<file path="src/hw/rtl/fsc_pkg.sv">
// Shared types and constants of the frustum sphere cull block.
package fsc_pkg;

   localparam int CMD_W       = 2;
   localparam int SLOT_W      = 4;
   localparam int WORD_W      = 32;
   localparam int RADIUS_W    = 31;
   localparam int COUNT_W     = 16;
   localparam int REQ_DATA_W  = 168;
   localparam int RSP_DATA_W  = 40;
   localparam int NUM_PLANES  = 6;
   localparam int MATRIX_WORDS = 16;

   localparam logic [CMD_W-1:0] CMD_LOAD  = 2'd0;
   localparam logic [CMD_W-1:0] CMD_BUILD = 2'd1;
   localparam logic [CMD_W-1:0] CMD_TEST  = 2'd2;

   localparam logic [2:0] LAST_PLANE = 3'd5;
   localparam logic [1:0] LAST_WORD  = 2'd3;
   localparam logic [1:0] LAST_AXIS  = 2'd2;

   typedef enum logic [4:0] {
      ST_IDLE,
      ST_BLD_RDW,
      ST_BLD_RDV,
      ST_BLD_RAW,
      ST_BLD_MAX,
      ST_BLD_NORM,
      ST_BLD_SQ,
      ST_BLD_SQRT0,
      ST_BLD_SQRT,
      ST_BLD_DIV0,
      ST_BLD_DIV,
      ST_BLD_DST,
      ST_BLD_ZERO,
      ST_BLD_WR,
      ST_TST_RD,
      ST_TST_MAC,
      ST_TST_CMP,
      ST_TST_OUT
   } state_type;

   typedef struct packed {
      logic       load_word;
      logic       capture;
      logic       rd_w;
      logic       rd_v;
      logic       lat_w;
      logic       lat_raw;
      logic       init_max;
      logic       norm_step;
      logic       sq_step;
      logic       sqrt_init;
      logic       sqrt_step;
      logic       div_init;
      logic       div_step;
      logic       div_store;
      logic       plane_zero;
      logic       plane_write;
      logic       clear_counts;
      logic       test_rd;
      logic       mac_step;
      logic       test_cmp;
      logic       emit;
      logic [2:0] plane;
      logic [1:0] step;
   } ctrl_cmd_type;

   typedef struct packed {
      logic norm_ok;
      logic mx_zero;
      logic sqrt_last;
      logic div_last;
      logic culled;
      logic slot_free;
   } dp_status_type;

endpackage

</file>
<file path="src/hw/rtl/fsc_ctrl.sv">
// Sequencer for matrix loads, plane builds and sphere tests.
module fsc_ctrl (
   input  logic                          clock,
   input  logic                          reset,
   input  logic                          req_tvalid,
   input  logic [fsc_pkg::CMD_W-1:0]     req_tuser,
   output logic                          req_tready,
   input  fsc_pkg::dp_status_type        status,
   output fsc_pkg::ctrl_cmd_type         cmd
);

   fsc_pkg::state_type state_ff, state_in;
   logic [2:0] p_ff, p_in;
   logic [1:0] j_ff, j_in;
   logic       accept;

   assign accept = req_tvalid && (state_ff == fsc_pkg::ST_IDLE);

   always_ff @(posedge clock) begin
      if (reset) begin
         state_ff <= fsc_pkg::ST_IDLE;
         p_ff     <= '0;
         j_ff     <= '0;
      end else begin
         state_ff <= state_in;
         p_ff     <= p_in;
         j_ff     <= j_in;
      end
   end

   always_comb begin
      state_in = state_ff;
      p_in     = p_ff;
      j_in     = j_ff;
      case (state_ff)
         fsc_pkg::ST_IDLE: begin
            p_in = '0;
            j_in = '0;
            if (accept) begin
               if (req_tuser == fsc_pkg::CMD_BUILD) begin
                  state_in = fsc_pkg::ST_BLD_RDW;
               end else if (req_tuser == fsc_pkg::CMD_TEST) begin
                  state_in = fsc_pkg::ST_TST_RD;
               end
            end
         end
         fsc_pkg::ST_BLD_RDW: state_in = fsc_pkg::ST_BLD_RDV;
         fsc_pkg::ST_BLD_RDV: state_in = fsc_pkg::ST_BLD_RAW;
         fsc_pkg::ST_BLD_RAW: begin
            if (j_ff == fsc_pkg::LAST_WORD) begin
               j_in     = '0;
               state_in = fsc_pkg::ST_BLD_MAX;
            end else begin
               j_in     = j_ff + 2'd1;
               state_in = fsc_pkg::ST_BLD_RDW;
            end
         end
         fsc_pkg::ST_BLD_MAX: begin
            state_in = status.mx_zero ? fsc_pkg::ST_BLD_ZERO : fsc_pkg::ST_BLD_NORM;
         end
         fsc_pkg::ST_BLD_NORM: begin
            if (status.norm_ok) begin
               state_in = fsc_pkg::ST_BLD_SQ;
            end
         end
         fsc_pkg::ST_BLD_SQ: begin
            if (j_ff == fsc_pkg::LAST_AXIS) begin
               j_in     = '0;
               state_in = fsc_pkg::ST_BLD_SQRT0;
            end else begin
               j_in = j_ff + 2'd1;
            end
         end
         fsc_pkg::ST_BLD_SQRT0: state_in = fsc_pkg::ST_BLD_SQRT;
         fsc_pkg::ST_BLD_SQRT: begin
            if (status.sqrt_last) begin
               state_in = fsc_pkg::ST_BLD_DIV0;
            end
         end
         fsc_pkg::ST_BLD_DIV0: state_in = fsc_pkg::ST_BLD_DIV;
         fsc_pkg::ST_BLD_DIV: begin
            if (status.div_last) begin
               state_in = fsc_pkg::ST_BLD_DST;
            end
         end
         fsc_pkg::ST_BLD_DST: begin
            if (j_ff == fsc_pkg::LAST_WORD) begin
               j_in     = '0;
               state_in = fsc_pkg::ST_BLD_WR;
            end else begin
               j_in     = j_ff + 2'd1;
               state_in = fsc_pkg::ST_BLD_DIV0;
            end
         end
         fsc_pkg::ST_BLD_ZERO: state_in = fsc_pkg::ST_BLD_WR;
         fsc_pkg::ST_BLD_WR: begin
            j_in = '0;
            if (p_ff == fsc_pkg::LAST_PLANE) begin
               state_in = fsc_pkg::ST_IDLE;
            end else begin
               p_in     = p_ff + 3'd1;
               state_in = fsc_pkg::ST_BLD_RDW;
            end
         end
         fsc_pkg::ST_TST_RD: begin
            j_in     = '0;
            state_in = fsc_pkg::ST_TST_MAC;
         end
         fsc_pkg::ST_TST_MAC: begin
            if (j_ff == fsc_pkg::LAST_AXIS) begin
               state_in = fsc_pkg::ST_TST_CMP;
            end else begin
               j_in = j_ff + 2'd1;
            end
         end
         fsc_pkg::ST_TST_CMP: begin
            if (status.culled || p_ff == fsc_pkg::LAST_PLANE) begin
               state_in = fsc_pkg::ST_TST_OUT;
            end else begin
               p_in     = p_ff + 3'd1;
               state_in = fsc_pkg::ST_TST_RD;
            end
         end
         fsc_pkg::ST_TST_OUT: begin
            if (status.slot_free) begin
               state_in = fsc_pkg::ST_IDLE;
            end
         end
         default: state_in = fsc_pkg::ST_IDLE;
      endcase
   end

   always_comb begin
      cmd        = '0;
      cmd.plane  = p_ff;
      cmd.step   = j_ff;
      req_tready = 1'b0;
      case (state_ff)
         fsc_pkg::ST_IDLE: begin
            req_tready    = 1'b1;
            cmd.load_word = accept && (req_tuser == fsc_pkg::CMD_LOAD);
            cmd.capture   = accept && (req_tuser == fsc_pkg::CMD_TEST);
         end
         fsc_pkg::ST_BLD_RDW: cmd.rd_w = 1'b1;
         fsc_pkg::ST_BLD_RDV: begin
            cmd.lat_w = 1'b1;
            cmd.rd_v  = 1'b1;
         end
         fsc_pkg::ST_BLD_RAW:   cmd.lat_raw   = 1'b1;
         fsc_pkg::ST_BLD_MAX:   cmd.init_max  = 1'b1;
         fsc_pkg::ST_BLD_NORM:  cmd.norm_step = !status.norm_ok;
         fsc_pkg::ST_BLD_SQ:    cmd.sq_step   = 1'b1;
         fsc_pkg::ST_BLD_SQRT0: cmd.sqrt_init = 1'b1;
         fsc_pkg::ST_BLD_SQRT:  cmd.sqrt_step = 1'b1;
         fsc_pkg::ST_BLD_DIV0:  cmd.div_init  = 1'b1;
         fsc_pkg::ST_BLD_DIV:   cmd.div_step  = 1'b1;
         fsc_pkg::ST_BLD_DST:   cmd.div_store = 1'b1;
         fsc_pkg::ST_BLD_ZERO:  cmd.plane_zero = 1'b1;
         fsc_pkg::ST_BLD_WR: begin
            cmd.plane_write  = 1'b1;
            cmd.clear_counts = (p_ff == fsc_pkg::LAST_PLANE);
         end
         fsc_pkg::ST_TST_RD:  cmd.test_rd  = 1'b1;
         fsc_pkg::ST_TST_MAC: cmd.mac_step = 1'b1;
         fsc_pkg::ST_TST_CMP: cmd.test_cmp = 1'b1;
         fsc_pkg::ST_TST_OUT: cmd.emit     = status.slot_free;
         default: cmd = '0;
      endcase
   end

endmodule

</file>
<file path="config.mk">
export PLATFORM = sky130hd
export DESIGN_NAME = fsc_ctrl
export DESIGN_NICKNAME = d
export VERILOG_FILES = /design/src/hw/rtl/fsc_pkg.sv /design/src/hw/rtl/fsc_ctrl.sv
export SDC_FILE = /design/constraint.sdc
export NUM_CORES = 1
export LEC_CHECK = 0
export BUFFER_PORTS_ARGS = -buffer_cell sky130_fd_sc_hd__buf_2
export CORE_MARGIN = 3
export CORE_UTILIZATION = 54
export CTS_CLUSTER_SIZE = 12
export DETAILED_ROUTE_END_ITERATION = 10
export PLACE_DENSITY_LB_ADDON = 0.2
export SETUP_SLACK_MARGIN = 0.05
export SLEW_MARGIN = 30
export SYNTH_ARGS = -nofsm -noshare
export SYNTH_HDL_FRONTEND = slang
export SYNTH_SLANG_ARGS = --single-unit
export TNS_END_PERCENT = 10
</file>
<file path="constraint.sdc">
create_clock -name clock -period 3.5 [get_ports clock]
set_input_delay 0.525 -clock clock [delete_from_list [all_inputs] [get_ports clock]]
set_output_delay 0.525 -clock clock [all_outputs]
set_load 0.03 [all_outputs]
</file>
==> results of run 1 <==
## metal layers
metal  track usage, %  share of wire [%]  vias to the layer above
li1                 -                  -                      644
met1            35.21                 45                      597
met2            34.71                 44                       74
met3            3.704                 10                        6
met4            9.362                1.4                        0
met5                0                  0                        -
## final cells by class
cell class / count / area [µm²]
sequential: 10 / 200.2
tap: 27 / 33.78
multi-input combinational: 131 / 855.8
clock buffer: 4 / 36.28
fill: 188 / 656.9
inverter: 9 / 33.78
timing repair buffer: 37 / 185.2
## cell usage in the layout, fill, tap and decap left out, drive strengths merged, types with 4 or more instances in the layout
cell type / n
buf: 37
nor2: 22
nor3: 13
nand2: 12
a21oi: 11
dfxtp: 10
inv: 9
ha: 6
o21ai: 5
and2: 5
or3: 4
o21bai: 4
clkbuf: 4
## kinds of logic (layout without fill, tap and decap cells)
logic type | after synthesis | in the layout | synth area share (%)
adder cells (fa/ha/maj) | 7 | 7 | 7.273
AO/OA/AOI/OAI | 38 | 38 | 23.32
XOR/XNOR | 2 | 2 | 1.498
multiplexers | 3 | 3 | 2.567
AND/OR/NAND/NOR | 81 | 81 | 38.50
flip-flops | 10 | 10 | 17.11
buffers and inverters | 23 | 50 | 9.732
## power by group
| part | total [mW] | internal [mW] | switching (mW) |
|---|---|---|---|
| clock | 0.113 | 0.0633 | 0.0496 |
| sequential | 0.233 | 0.138 | 0.0951 |
| combinational | 0.572 | 0.226 | 0.346 |
## final timing paths
check,start,end,slack [ns],cells past startpoint
worst min register to register,p_ff[2],p_ff[2],0.52,2
worst max register to register,state_ff[3],state_ff[1],1.28,5
worst min-delay path,p_ff[2],p_ff[2],0.52,2
worst max-delay path,state_ff[3],cmd[25],0.82,4
## stage by stage
stage               total power, mW  std cells  util, %
detailed placement           0.7879        214    65.38
global route                 0.9776        218    67.19
finish                       0.9177        218    67.19
global placement             0.7753        214    65.38
CTS                          0.9038        218    67.19
floorplan                    0.6928        164        -
## sequential cells by signal, summed over array words and instances, names as in the netlist
register / cells
state_ff: 5
p_ff: 3
j_ff: 2
## critical path, cell delays in order, from the launching register on
cell      delay, ns
dfxtp_1        0.56
or3_1          0.58
nor2_1         0.25
nor4bb_1       0.24
buf_2          0.24
==> results.yml, run 1 <==
logic_synthesis:
  synth_top_area_cell: "dfxtp_1"
  yosysSeqAreaShare_pct: 17.11
  synth_ff_type: "dfxtp_1"
  synth.avg_cell_area_um2: 7.133
  synth_seq_cells: 10
  synthCells: 164
  synth_most_common_cell: "nor2_1"
  synth_area_leaders: "dfxtp_1, nor2_1, ha_1"
  synthDistinctLibCells: 53
  synth_area_mm2: 0.001170
  synth_common_cells: "nor2_1, a21oi_1, nand2_1, nor3_1"
  async_reset_ff_share_pct: 0
  synth_edf_count: 0
  ys_warn_count: 0
  synth.top_cell.area_share_pct: 17.11
  syn_nets: 181
place:
  pre_cts_ws_ns: 1.160
  place_area_mm2: 0.001309
  gp_congestion: 0.8567
  io_buffers: 37
  hpwlAfterDp_um: 2302
run:
  maxCapViolations: 0
floorplan:
  coreArea_mm2: 0.002002
  io_pins: 38
  rows: 16
  dieWidth_um: 52.55
  die-area_mm2: 0.002761
  start_util_pct: 58.44
  die_h_um: 52.55
clock_network:
  path_clk_slew_ns: 0.08
  cts_inserted_buffers: 3
  post_cts_buffers: 0
  tritoncts_num_sinks: 10
  max-clock-path-buffers: 2
  cts_tree: "built"
  ctsHoldBuffers: 0
  cts-root-buf: "clkbuf_4"
  clock_latency_ns: 0.28
  ctsHtreeMaxLevel: 1
  ctsResizeCount: 0
finish:
  drive_gt1_share_pct: 26.18
  fin_area_mm2: 0.001345
  n_antenna_cell: 0
  fin_nets: 209
  area_delta_synth_final_pct: 14.97
pwr:
  ir_drop_v: 0.0004740
  power_per_cell_area_mw_per_mm2: 682.3
  cellLeakagePower_nw: 0.6337
drt:
  drtAntennaViolNets: 0
  avgViaCountPerCell: 6.060
  wl_per_cell_um: 14.56
  post-route-drc-count: 0
  num_vias: 1321
  drtIter0Drc: 64
  drt_pass1_iterations: 4
  drt-total-wl_um: 3173
sta:
  finalHoldViolCount: 0
  tightest_slew_ns: 0.7561
  fin_crit_ns: 2.684
  skew_ns: 0.004693
  layout_setup_ws_ns: 0.8160
  setup_viol: 0
  drv_slew: 0
  post-route-period-util_pct: 76.69
  max_freq_mhz: 372.6
  setup_tns_ns: 0
  slew_headroom_pct: 49.52
  grt_setup_unrepaired: "no"
  hold_ws_ns: 0.5196
global_routing:
  antenna_found_initial: 0
  track_usage_pct: 24.10
  grt_pass1_vias: 1075
  grt_pass1_wl_um: 4947
  grt_overflow_total: 0
  grt_max_degree: 27
critical_path:
  cp.required_ns: 2.97
  critPathArrivalTime_ns: 2.16
  end_kind: "output pin"
  critPathKind: "flip-flop to output pin"
  start_kind: "flip-flop"
  critPathMaxFanout: 26
run_status:
  outcome: "finished clean"
hold_path:
  hold_path.class: "flip-flop to flip-flop"
No activity file was read; power rests on OpenSTA's default activity.
==> run 2: changes to the inputs <==
CORE_UTILIZATION = 51   (was 54)
clock period = 2.5 ns   (was 3.5 ns; I/O delays follow)
==> run 2 against run 1 <==
Against the previous run: worst hold slack lost 0.12 ns; clock power grew 40%; largest power group unchanged; design area grew 3.5%; critical path type unchanged; worst setup slack lost 0.58 ns; register-to-register slack lost 0.81 ns; first-iteration DRC count grew 16%; routed wire length grew 5.9%; power grew 45%.
==> results.yml, run 2 (synthesis results as in run 1) <==
critical_path:
  start_kind: "flip-flop"
  end_kind: "output pin"
  rr_endpoint: "state_ff[4]"
  critPathKind: "flip-flop to output pin"
  critPathMaxFanout: 12
  regToRegStartpoint: "state_ff[1]"
  slowest_stage: "or3_1"
  crit_chain: "or3_1, nor2_2, nor4bb_4, buf_2"
  cp.required_ns: 2.12
  worst-r2r-cell-count: 6
  cp_slowest_stage_delay_ns: 0.53
  critPathArrivalTime_ns: 1.89
  rrSetupSlack_ns: 0.47
drt:
  num_vias: 1359
  avgViaCountPerCell: 6.122
  drt-total-wl_um: 3359
  drtIter0Drc: 74
  post-route-drc-count: 0
  drt_pass1_iterations: 5
  drtAntennaViolNets: 0
  wl_per_cell_um: 15.13
sta:
  slew_headroom_pct: 67.06
  skew_ns: 0.005511
  fin_crit_ns: 2.267
  setup_tns_ns: 0
  max_freq_mhz: 441.0
  tightest_slew_ns: 0.4872
  setup_viol: 0
  grt_setup_unrepaired: "no"
  drv_slew: 0
  hold_ws_ns: 0.3981
  finalHoldViolCount: 0
  post-route-period-util_pct: 90.70
floorplan:
  io_pins: 38
  rows: 16
  dieWidth_um: 53.90
  die-area_mm2: 0.002905
  start_util_pct: 56.74
  coreArea_mm2: 0.002062
  die_h_um: 53.90
pwr:
  power_frac_seq_pct: 19.3
  switchingPower_mw: 0.6993
  power.share.switching_pct: 52.41
  power_per_cell_area_mw_per_mm2: 958.1
  cellLeakagePower_nw: 0.6633
  clkPwrFrac_pct: 11.9
  pwr-share-comb_pct: 68.9
  ir_drop_v: 0.0006311
  internal-power_mw: 0.6350
global_routing:
  grt_pass1_wl_um: 5533
  antenna_found_initial: 0
  grt_max_degree: 19
  grt_pass1_vias: 1250
  grt_overflow_total: 0
  track_usage_pct: 25.52
clock_network:
  cts_tree: "built"
  cts_inserted_buffers: 3
  clock_latency_ns: 0.28
  post_cts_buffers: 0
  cts-root-buf: "clkbuf_4"
  path_clk_slew_ns: 0.08
  ctsHtreeMaxLevel: 1
  ctsHoldBuffers: 0
  tritoncts_num_sinks: 10
  max-clock-path-buffers: 2
finish:
  fillers: 184
  mostFrequentLayoutCells: "buf_2, nor2_1, nand2_1, nor3_1, a21oi_1"
  fin_util_pct: 67.54
  regMostFlops: "state_ff"
  multiInputGateArea_um2: 873.3
  area_delta_synth_final_pct: 19.04
  top_regs: "state_ff (5), p_ff (3), j_ff (2)"
  drive_gt1_share_pct: 28.72
  fin_nets: 213
  n_antenna_cell: 0
  stdcell_count: 222
  largest_register_ffs: 5
  layout_commonest_cell: "buf_2"
  final-seq-area_um2: 200.2
run_status:
  outcome: "finished clean"
place:
  io_buffers: 37
  hpwlAfterDp_um: 2481
  place_inst: 218
  gp_congestion: 0.9564
hold_path:
  hold_path.class: "input pin to flip-flop"
  min_to: "p_ff[1]"
  hp-start: "reset"
  hold_depth: 2
run:
  maxCapViolations: 0
-- run 2: changes by cell type in the layout (fill, tap and decap cells not counted) --
cell,change
nor4bb_1,-1
nor4bb_4,+1
buf_4,+4
nor2_1,-1
nor2_2,+1
-- run 2: power groups by stage --
stage	Sequential [mW]	Combinational [mW]	Clock (mW)
floorplan	0.218	0.760	0
global placement	0.255	0.885	0
detailed placement	0.258	0.892	0
CTS	0.255	0.899	0.157
global route	0.264	1.00	0.166
finish	0.257	0.919	0.158
-- run 2: cell type report --
cell class	count	share of cell area, %
sequential	10	14.38
inverter	9	2.426
multi-input combinational	131	62.71
timing repair buffer	41	15.45
clock buffer	4	2.606
tap	27	2.426
-- run 2: worst max path at each step --
stage	end	slack (ns)	cells past startpoint	start
2_1_floorplan	cmd[25]	0.18	5	state_ff[4]
6_report	cmd[25]	0.23	4	state_ff[4]
4_1_cts	cmd[25]	0.17	4	state_ff[4]
3_5_place_dp	cmd[25]	0.49	4	state_ff[4]
3_3_place_gp	state_ff[4]	0.53	6	state_ff[1]
5_1_grt	cmd[25]	0.13	4	state_ff[4]
-- run 2: what timing repair did --
item                                    4_1_cts  5_1_grt
resized for setup                             0        1
endpoints found under the setup margin        0        1
hold endpoints to repair                      0        0
-- run 2: critical path, delay by kind of cell (launching register included) --
kind | cells | cell delay, ns
buffers and inverters | 1 | 0.23
flip-flops | 1 | 0.42
AND/OR/NAND/NOR | 3 | 0.96
-- run 2: routing by layer --
layer	part of all wire [%]	vias up	routed length [µm]	global-route usage [%]
li1	-	650	-	-
met1	41	618	1392	35.33
met2	48	83	1600	40.73
met3	9.2	8	310	1.939
met4	1.6	0	55	9.787
met5	0	-	0	0
-- run 2: per-stage QoR --
step,area (µm²),worst slack (ns),total power [mW]
after floorplan,1185,0.1759,0.9787
after global placement,1354,0.5263,1.140
after detailed placement,1354,0.4899,1.150
after CTS,1390,0.1735,1.310
after global routing,1393,0.1270,1.431
final,1393,0.2325,1.334
